## config.mk

```make
export PLATFORM = sky130hd
export DESIGN_NAME = mailbox_ring_deque
export DESIGN_NICKNAME = d
export VERILOG_FILES = /design/src/mbx_pkg.sv /design/src/mbx_slot_ram.sv /design/src/mailbox_ring_deque.sv
export SDC_FILE = /design/constraint.sdc
export NUM_CORES = 1
export LEC_CHECK = 0
export BUFFER_PORTS_ARGS = -buffer_cell sky130_fd_sc_hd__clkbuf_2
export CAP_MARGIN = 20
export CELL_PAD_IN_SITES_DETAIL_PLACEMENT = 0
export CELL_PAD_IN_SITES_GLOBAL_PLACEMENT = 1
export CORE_MARGIN = 2
export CORE_UTILIZATION = 56
export CTS_CLUSTER_SIZE = 20
export DETAILED_ROUTE_END_ITERATION = 7
export PLACE_DENSITY = 0.87
export REMOVE_ABC_BUFFERS = 1
export SLEW_MARGIN = 20
export SYNTH_ARGS = -nofsm -noshare
export SYNTH_HDL_FRONTEND = slang
export SYNTH_SLANG_ARGS = --single-unit
```

## constraint.sdc

```tcl
create_clock -name clock -period 17.9 [get_ports clock]
set_input_delay 0 -clock clock [delete_from_list [all_inputs] [get_ports clock]]
set_output_delay 0 -clock clock [all_outputs]
set_load 0.05 [all_outputs]
```

## src/mbx_pkg.sv

```systemverilog
// shared types, constants and helpers for the mailbox ring deque
`default_nettype none

package mbx_pkg;

   localparam int unsigned DEPTH  = 16;
   localparam int unsigned IDX_W  = $clog2(DEPTH);
   localparam int unsigned CNT_W  = IDX_W + 1;
   localparam int unsigned MSG_W  = 32;
   localparam int unsigned CAP_W  = 5;
   localparam int unsigned KIND_W = 2;
   localparam int unsigned ADDR_W = 3;
   localparam int unsigned DATA_W = 32;

   localparam logic [CAP_W-1:0] CAP_RESET = CAP_W'(DEPTH);

   // register index, taken from the word address bit
   localparam logic CAPACITY_IDX = 1'b0;

   localparam logic [KIND_W-1:0] KIND_GET       = 2'd0;
   localparam logic [KIND_W-1:0] KIND_POST_TAIL = 2'd1;
   localparam logic [KIND_W-1:0] KIND_POST_HEAD = 2'd2;

   typedef enum logic [1:0] {
      STATUS_OK    = 2'd0,
      STATUS_EMPTY = 2'd1,
      STATUS_FULL  = 2'd2
   } status_type;

   typedef enum logic {
      ST_IDLE = 1'b0,
      ST_READ = 1'b1
   } state_type;

   typedef struct packed {
      logic [KIND_W-1:0] kind;
      logic [MSG_W-1:0]  message;
      logic              waiter_present;
   } req_type;

   typedef struct packed {
      status_type        status;
      logic [MSG_W-1:0]  message_out;
      logic              to_waiter;
   } rsp_type;

   // slots in use: zero counts as one, anything above the depth saturates
   function automatic logic [CNT_W-1:0] mbx_cap_eff(input logic [CAP_W-1:0] cap);
      logic [CNT_W-1:0] result;
      if (cap == '0) begin
         result = CNT_W'(1);
      end else if (CNT_W'(cap) > CNT_W'(DEPTH)) begin
         result = CNT_W'(DEPTH);
      end else begin
         result = CNT_W'(cap);
      end
      return result;
   endfunction

endpackage

`default_nettype wire

```

## src/mbx_slot_ram.sv

```systemverilog
// message slot memory, one write port and one registered read port
`default_nettype none

module mbx_slot_ram
   import mbx_pkg::*;
(
   input  wire logic             clock,
   input  wire logic             wr_en,
   input  wire logic [IDX_W-1:0] wr_addr,
   input  wire logic [MSG_W-1:0] wr_data,
   input  wire logic             rd_en,
   input  wire logic [IDX_W-1:0] rd_addr,
   output      logic [MSG_W-1:0] rd_data
);

   logic [MSG_W-1:0] mem [DEPTH];
   logic [MSG_W-1:0] rd_data_ff;

   always_ff @(posedge clock) begin
      if (wr_en) begin
         mem[wr_addr] <= wr_data;
      end
   end

   always_ff @(posedge clock) begin
      if (rd_en) begin
         rd_data_ff <= mem[rd_addr];
      end
   end

   assign rd_data = rd_data_ff;

endmodule

`default_nettype wire

```

## src/mailbox_ring_deque.sv

```systemverilog
// top level of the mailbox ring deque: control, pointers, registers and result beat
// A post beat (tail, urgent head, or handed to a waiting task) and a get beat on an
// empty mailbox load their result register directly; a get that finds a message
// reads its slot into the memory's read register, and the read state then loads
// that data into the result register. A new request beat is taken while the
// previous result beat is still waiting, as long as that result is not stalled.
// Writing the capacity register clears the pointers and the fill count; the slot
// memory needs no clearing pass, as a slot is only read after it has been written.
`default_nettype none

module mailbox_ring_deque
   import mbx_pkg::*;
(
   input  wire logic              clock,
   input  wire logic              reset,
   input  wire logic              req_valid,
   output      logic              req_stall,
   input  wire req_type           req_payload,
   output      logic              rsp_valid,
   input  wire logic              rsp_stall,
   output      rsp_type           rsp_payload,
   input  wire logic              psel,
   input  wire logic              penable,
   input  wire logic              pwrite,
   input  wire logic [ADDR_W-1:0] paddr,
   input  wire logic [DATA_W-1:0] pwdata,
   output      logic [DATA_W-1:0] prdata,
   output      logic              pready
);

   state_type         state_ff, state_in;
   logic [CAP_W-1:0]  capacity_ff, capacity_in;
   logic [IDX_W-1:0]  read_index_ff, read_index_in;
   logic [IDX_W-1:0]  write_index_ff, write_index_in;
   logic [CNT_W-1:0]  fill_count_ff, fill_count_in;
   logic              rsp_valid_ff, rsp_valid_in;
   rsp_type           rsp_payload_ff, rsp_payload_in;

   logic              req_accept;
   logic              cfg_sel;
   logic              cfg_write;
   logic [CNT_W-1:0]  cap_eff;
   logic [CNT_W-1:0]  cap_m1;
   logic [CNT_W-1:0]  ri_wide;
   logic [CNT_W-1:0]  ri_inc;
   logic [IDX_W-1:0]  tail_slot;
   logic [CNT_W-1:0]  tail_inc;
   logic              get_hit;
   rsp_type           rsp_now;

   logic              ram_we;
   logic [IDX_W-1:0]  ram_waddr;
   logic              ram_re;
   logic [MSG_W-1:0]  ram_rdata;

   assign pready    = 1'b1;
   assign cfg_sel   = (paddr[ADDR_W-1:2] == CAPACITY_IDX);
   assign cfg_write = psel && penable && pwrite && pready;
   assign prdata    = cfg_sel ? DATA_W'(capacity_ff) : '0;

   assign req_accept = req_valid && !req_stall;

   assign cap_eff   = mbx_cap_eff(capacity_ff);
   assign cap_m1    = cap_eff - CNT_W'(1);
   assign ri_wide   = {1'b0, read_index_ff};
   assign ri_inc    = ri_wide + CNT_W'(1);
   assign tail_slot = ({1'b0, write_index_ff} >= cap_eff) ? '0 : write_index_ff;
   assign tail_inc  = {1'b0, tail_slot} + CNT_W'(1);

   // pointer, count and memory control
   always_comb begin
      capacity_in    = capacity_ff;
      read_index_in  = read_index_ff;
      write_index_in = write_index_ff;
      fill_count_in  = fill_count_ff;
      ram_we         = 1'b0;
      ram_waddr      = tail_slot;
      ram_re         = 1'b0;
      get_hit        = 1'b0;
      rsp_now        = '{status: STATUS_OK, message_out: '0, to_waiter: 1'b0};
      priority if (cfg_write && cfg_sel) begin
         capacity_in    = pwdata[CAP_W-1:0];
         read_index_in  = '0;
         write_index_in = '0;
         fill_count_in  = '0;
      end else if (req_accept) begin
         priority if (req_payload.kind == KIND_GET) begin
            if (fill_count_ff != '0) begin
               get_hit       = 1'b1;
               ram_re        = 1'b1;
               fill_count_in = fill_count_ff - CNT_W'(1);
               read_index_in = (ri_inc >= cap_eff) ? '0 : ri_inc[IDX_W-1:0];
            end else begin
               rsp_now.status = STATUS_EMPTY;
            end
         end else if (req_payload.waiter_present) begin
            rsp_now.message_out = req_payload.message;
            rsp_now.to_waiter   = 1'b1;
         end else if (fill_count_ff >= cap_eff) begin
            rsp_now.status = STATUS_FULL;
         end else if (req_payload.kind == KIND_POST_TAIL) begin
            ram_we         = 1'b1;
            ram_waddr      = tail_slot;
            fill_count_in  = fill_count_ff + CNT_W'(1);
            write_index_in = (tail_inc >= cap_eff) ? '0 : tail_inc[IDX_W-1:0];
         end else begin
            // urgent post, and the unused kind code, go in just before the head
            if (read_index_ff == '0 || ri_wide >= cap_eff) begin
               read_index_in = cap_m1[IDX_W-1:0];
            end else begin
               read_index_in = read_index_ff - IDX_W'(1);
            end
            ram_we        = 1'b1;
            ram_waddr     = read_index_in;
            fill_count_in = fill_count_ff + CNT_W'(1);
         end
      end
   end

   // next state
   always_comb begin
      state_in = state_ff;
      unique case (state_ff)
         ST_IDLE: begin
            if (get_hit) begin
               state_in = ST_READ;
            end
         end
         ST_READ: state_in = ST_IDLE;
         default: state_in = ST_IDLE;
      endcase
   end

   // outputs: request stall and the result register
   always_comb begin
      req_stall      = (state_ff != ST_IDLE) || (rsp_valid_ff && rsp_stall);
      rsp_valid_in   = rsp_valid_ff;
      rsp_payload_in = rsp_payload_ff;
      unique case (state_ff)
         ST_READ: begin
            rsp_valid_in   = 1'b1;
            rsp_payload_in = '{status: STATUS_OK, message_out: ram_rdata, to_waiter: 1'b0};
         end
         ST_IDLE: begin
            if (req_accept && !get_hit) begin
               rsp_valid_in   = 1'b1;
               rsp_payload_in = rsp_now;
            end else if (rsp_valid_ff && !rsp_stall) begin
               rsp_valid_in = 1'b0;
            end
         end
         default: begin
            rsp_valid_in = 1'b0;
         end
      endcase
   end

   always_ff @(posedge clock) begin
      if (reset) begin
         state_ff       <= ST_IDLE;
         capacity_ff    <= CAP_RESET;
         read_index_ff  <= '0;
         write_index_ff <= '0;
         fill_count_ff  <= '0;
         rsp_valid_ff   <= 1'b0;
      end else begin
         state_ff       <= state_in;
         capacity_ff    <= capacity_in;
         read_index_ff  <= read_index_in;
         write_index_ff <= write_index_in;
         fill_count_ff  <= fill_count_in;
         rsp_valid_ff   <= rsp_valid_in;
      end
   end

   always_ff @(posedge clock) begin
      rsp_payload_ff <= rsp_payload_in;
   end

   assign rsp_valid   = rsp_valid_ff;
   assign rsp_payload = rsp_payload_ff;

   mbx_slot_ram u_slot_ram (
      .clock   (clock),
      .wr_en   (ram_we),
      .wr_addr (ram_waddr),
      .wr_data (req_payload.message),
      .rd_en   (ram_re),
      .rd_addr (read_index_ff),
      .rd_data (ram_rdata)
   );

   // a get that reads the memory always leaves the result register free for its data
   a_read_slot_free: assert property (@(posedge clock) disable iff (reset)
      state_ff == ST_READ |-> !rsp_valid_ff)
      else $error("result register busy while slot read completes");

   a_read_follows_get: assert property (@(posedge clock) disable iff (reset)
      get_hit |=> state_ff == ST_READ)
      else $error("slot read not followed by read state");

   a_no_take_during_read: assert property (@(posedge clock) disable iff (reset)
      state_ff == ST_READ |-> !req_accept && !ram_we && !ram_re)
      else $error("beat taken or memory accessed during slot read");

   a_fill_in_range: assert property (@(posedge clock) disable iff (reset)
      fill_count_ff <= cap_eff)
      else $error("fill count above slots in use");

   a_read_delivers: assert property (@(posedge clock) disable iff (reset)
      state_ff == ST_READ |=> rsp_valid_ff && rsp_payload_ff.status == STATUS_OK)
      else $error("slot read did not produce a result beat");

endmodule

`default_nettype wire

```

==> metrics.csv <==
stage,metric,value,unit
outcome,status,"finished, final reports clean",
logic_synthesis,avgSynthCellArea,21.29,um2
flow_run,maxCapViolations,0,
global_routing,busiest_layer,met2,
worst_setup_path,startpoint_type,flop,
power,cellLeakagePower,8.980,nW
global_routing,met1_usage,0.3494,
route,postRouteAntennaNets,0,
clock_tree,clk_latency,0.65,ns
sta,finalCritPeriodShare,0.3057,
sta,finalSetupViolCount,0,
power,p_int,2.460,mW
place,place_ws,12.33,ns
power,p_sw,0.7055,mW
global_routing,grt_pass1_wl,83980,um
logic_synthesis,synth_top_flop_cell,edfxtp_1,
final_layout,nNetsFinal,1409,
final_layout,final_common_cell,edfxtp_1,
global_routing,grt_max_degree,51,
logic_synthesis,synth.area.mux_share,0.1517,
clock_tree,cts_setup_buffers,0,
floorplanning,die_area,44330,um2
clock_tree,ctsRootBufferMaster,clkbuf_16,
global_routing,grt-ovfl-total,0,
clock_tree,htreeDepth,2,
worst_setup_path,crit_start,read_index_ff[0],
route,drt_iter0_markers,1437,
floorplanning,rows,75,
worst_setup_path,r2r_slack,12.43,ns
floorplanning,io_pins,147,
final_layout,area_delta_synth_final,16.20,%
power,comb_power_share,0.080,
power,switching_share,0.2229,
route,dr.pass1.iters,5,
sta,period_needed,5.471,ns
logic_synthesis,synth_compound_area_frac,0.04174,
logic_synthesis,synth_top_family_by_area,multiplexers,
clock_tree,cts_buffers,57,
hold_path,hold_path_startpoint,rsp_stall,
worst_setup_path,cp_top_family,compound AO/OA/AOI/OAI gates,
sta,hold_viol_final,0,
worst_setup_path,critPathRequiredTime,18.17,ns
global_routing,met2_usage,0.4339,
logic_synthesis,synth_warnings,0,
clock_tree,tritoncts,done,
route,wl,57590,um
hold_path,hold_class,input pin to flop,
global_routing,use_met3,0.06287,
logic_synthesis,ys_seq_elements,599,
sta,finalSetupTns,0,ns
power,peakVddDrop,0.09875,mV
logic_synthesis,synth_fa_ha_area_frac,0.01655,
clock_tree,cts_resized,0,
sta,slew_headroom,0.2750,
final_layout,most-common-layout-cells,"edfxtp_1 (579), mux4_2 (160), clkbuf_2 (89), clkbuf_16 (58), dlygate4sd3_1 (54)",
global_routing,grt_antenna_before_repair,1,
worst_setup_path,worst-setup-path-type,flop to flop,
final_layout,post_route_cells_drive_above_1_share,0.3056,
clock_tree,cts.sinks,599,
floorplanning,initial_core_util,0.5683,
logic_synthesis,synth_area_leaders,"edfxtp_1 (73%), mux4_2 (15%), dfxtp_1 (1.7%)",
power,seqPwrFrac,0.499,
logic_synthesis,synth_area_leader_cell,edfxtp_1,
sta,setup_ws,12.43,ns
global_routing,grt_pass1_vias,12762,
global_routing,grt_use_total,0.2674,
clock_tree,cts_buffer_depth,3,
worst_setup_path,cp-endpoint,u_slot_ram.mem[6][22],
worst_setup_path,cp_num_cells,12,
power,clkPwrFrac,0.422,
final_layout,final_cells,1888,
logic_synthesis,synthXorXnorAreaFrac,0.003299,
worst_setup_path,worstPathCellList,inv_1 > ha_1 > nor2b_1 > o21ai_1 > a211oi_1 > a21o_1 > inv_1 > ha_1 > a2111oi_0 > a32oi_1 > a21oi_4 > buf_4,
clock_tree,clkSlewWorstSetupHoldPaths,0.06,ns
sta,slew_viol_final,0,
logic_synthesis,yosysSeqAreaShare,0.7445,
place,place.port_buffers,89,
sta,rsz0062_at_grt,false,
logic_synthesis,synth_cell_type_count,68,
place,place_area,25090,um2
route,num_vias,12310,
route,post-route-drc-count,0,
logic_synthesis,synthSimpleGateAreaFrac,0.02063,
floorplanning,die_x,210.6,um
place,hpwl,26980,um
worst_setup_path,r2r_start,read_index_ff[0],
worst_setup_path,worstRegToRegCells,12,
logic_synthesis,async_flop_share,0,
worst_setup_path,crit_slowest_cell,dfxtp_4,
sta,max_freq,182.8,MHz
sta,skew,0.03792,ns
place,dp.cells,1725,
worst_setup_path,critPathMaxFanout,40,
worst_setup_path,slowest_delay,0.85,ns
worst_setup_path,r2r_end,u_slot_ram.mem[6][22],
place,gp_congestion,0.8909,
sta,worst_pin_slew,1.087,ns
logic_synthesis,yosysTopAreaCellShare,0.7277,
final_layout,finalInstanceArea,27760,um2
route,vias_per_cell,6.520,
floorplanning,die_h,210.6,um
power,power_density,114.0,nW/um2
worst_setup_path,end_kind,flop,
logic_synthesis,synth-edff-count,579,
route,wl_per_cell,30.50,um
power,p_total,3.165,mW
logic_synthesis,syn_area,23890,um2
worst_setup_path,worst-path-buf-inv,3,
logic_synthesis,syn_inst,1122,
worst_setup_path,worstPathArrival,5.74,ns
floorplanning,core_area,42040,um2
area by class of cell:
cell class / instances / area, um2
diodes: 1 / 2.502
clock buffers: 64 / 1474
clock inverters: 42 / 619.3
fillers: 2583 / 14280
inverters: 15 / 56.30
multi-input cells: 453 / 5884
flip-flops and latches: 599 / 17800
well taps: 539 / 674.4
repair buffers: 175 / 1254
power by group through the flow:
| stage | registers, mW | clock network, mW | logic (mW) |
|---|---|---|---|
| global route | 1.58 | 1.40 | 0.267 |
| CTS | 1.58 | 1.35 | 0.250 |
| global placement | 1.61 | 0 | 0.232 |
| floorplan | 1.65 | 0 | 0.139 |
| detailed placement | 1.61 | 0 | 0.236 |
| finish | 1.58 | 1.33 | 0.252 |
registers in the layout, summed over array words and instances (netlist names):
name and cells:
u_slot_ram.mem 512, rsp_payload 35, u_slot_ram.rd_data 32, capacity_ff 5, fill_count_ff 5, read_index_ff 4, write_index_ff 4, rsp_valid 1
state_ff 1
cells by family (layout without fill, tap and decap cells):
kind of cell,Yosys count,in the layout
flops,599,599
mux,162,162
compound gates,131,131
buf+inv,96,296
simple gates,92,92
fa+ha+maj,31,31
xor+xnor,9,9
other cells,2,29
metal layers:
metal / up-vias / share of wire
met5: - / 0.00030
met4: 2 / 0.043
met3: 143 / 0.087
met2: 758 / 0.50
met1: 6390 / 0.37
li1: 5017 / -
synth_stat cells (7+ instances only):
cell type / number
ha_1: 30
a22o_1: 32
nor2_1: 16
nand2_1: 28
nand2b_1: 9
edfxtp_1: 579
nor2b_1: 7
buf_4: 31
inv_1: 14
dfxtp_1: 20
nand3_1: 7
mux4_2: 160
a21oi_1: 37
clkbuf_1: 28
buf_2: 14
what timing repair did:
action,4_1_cts,5_1_grt
setup endpoints to repair,0,0
hold buffers,54,0
endpoints found under the hold margin,563,0
metrics by stage:
step,hold WS [ns],util
global placement,0.2301,0.5965
finish,0.03787,0.6604
detailed placement,0.2204,0.5968
CTS,0.006733,0.6594
global route,0.07192,0.6603
floorplan,0.06907,-
how the worst min path moves through the flow:
stage | endpoint | depth (start not counted)
floorplan | capacity_ff[0] | 1
global placement | capacity_ff[3] | 3
detailed placement | capacity_ff[4] | 2
CTS | write_index_ff[2] | 6
global route | write_index_ff[0] | 6
finish | write_index_ff[2] | 6
tightest hold or removal path: stages:
cell and delay, ns:
clkbuf_2 0.11, a21oi_4 0.07, nand2_1 0.14, a2111oi_2 0.11
nor2_1 0.11, a41o_1 0.09
Note: power is estimated with default switching activity, not from simulation.
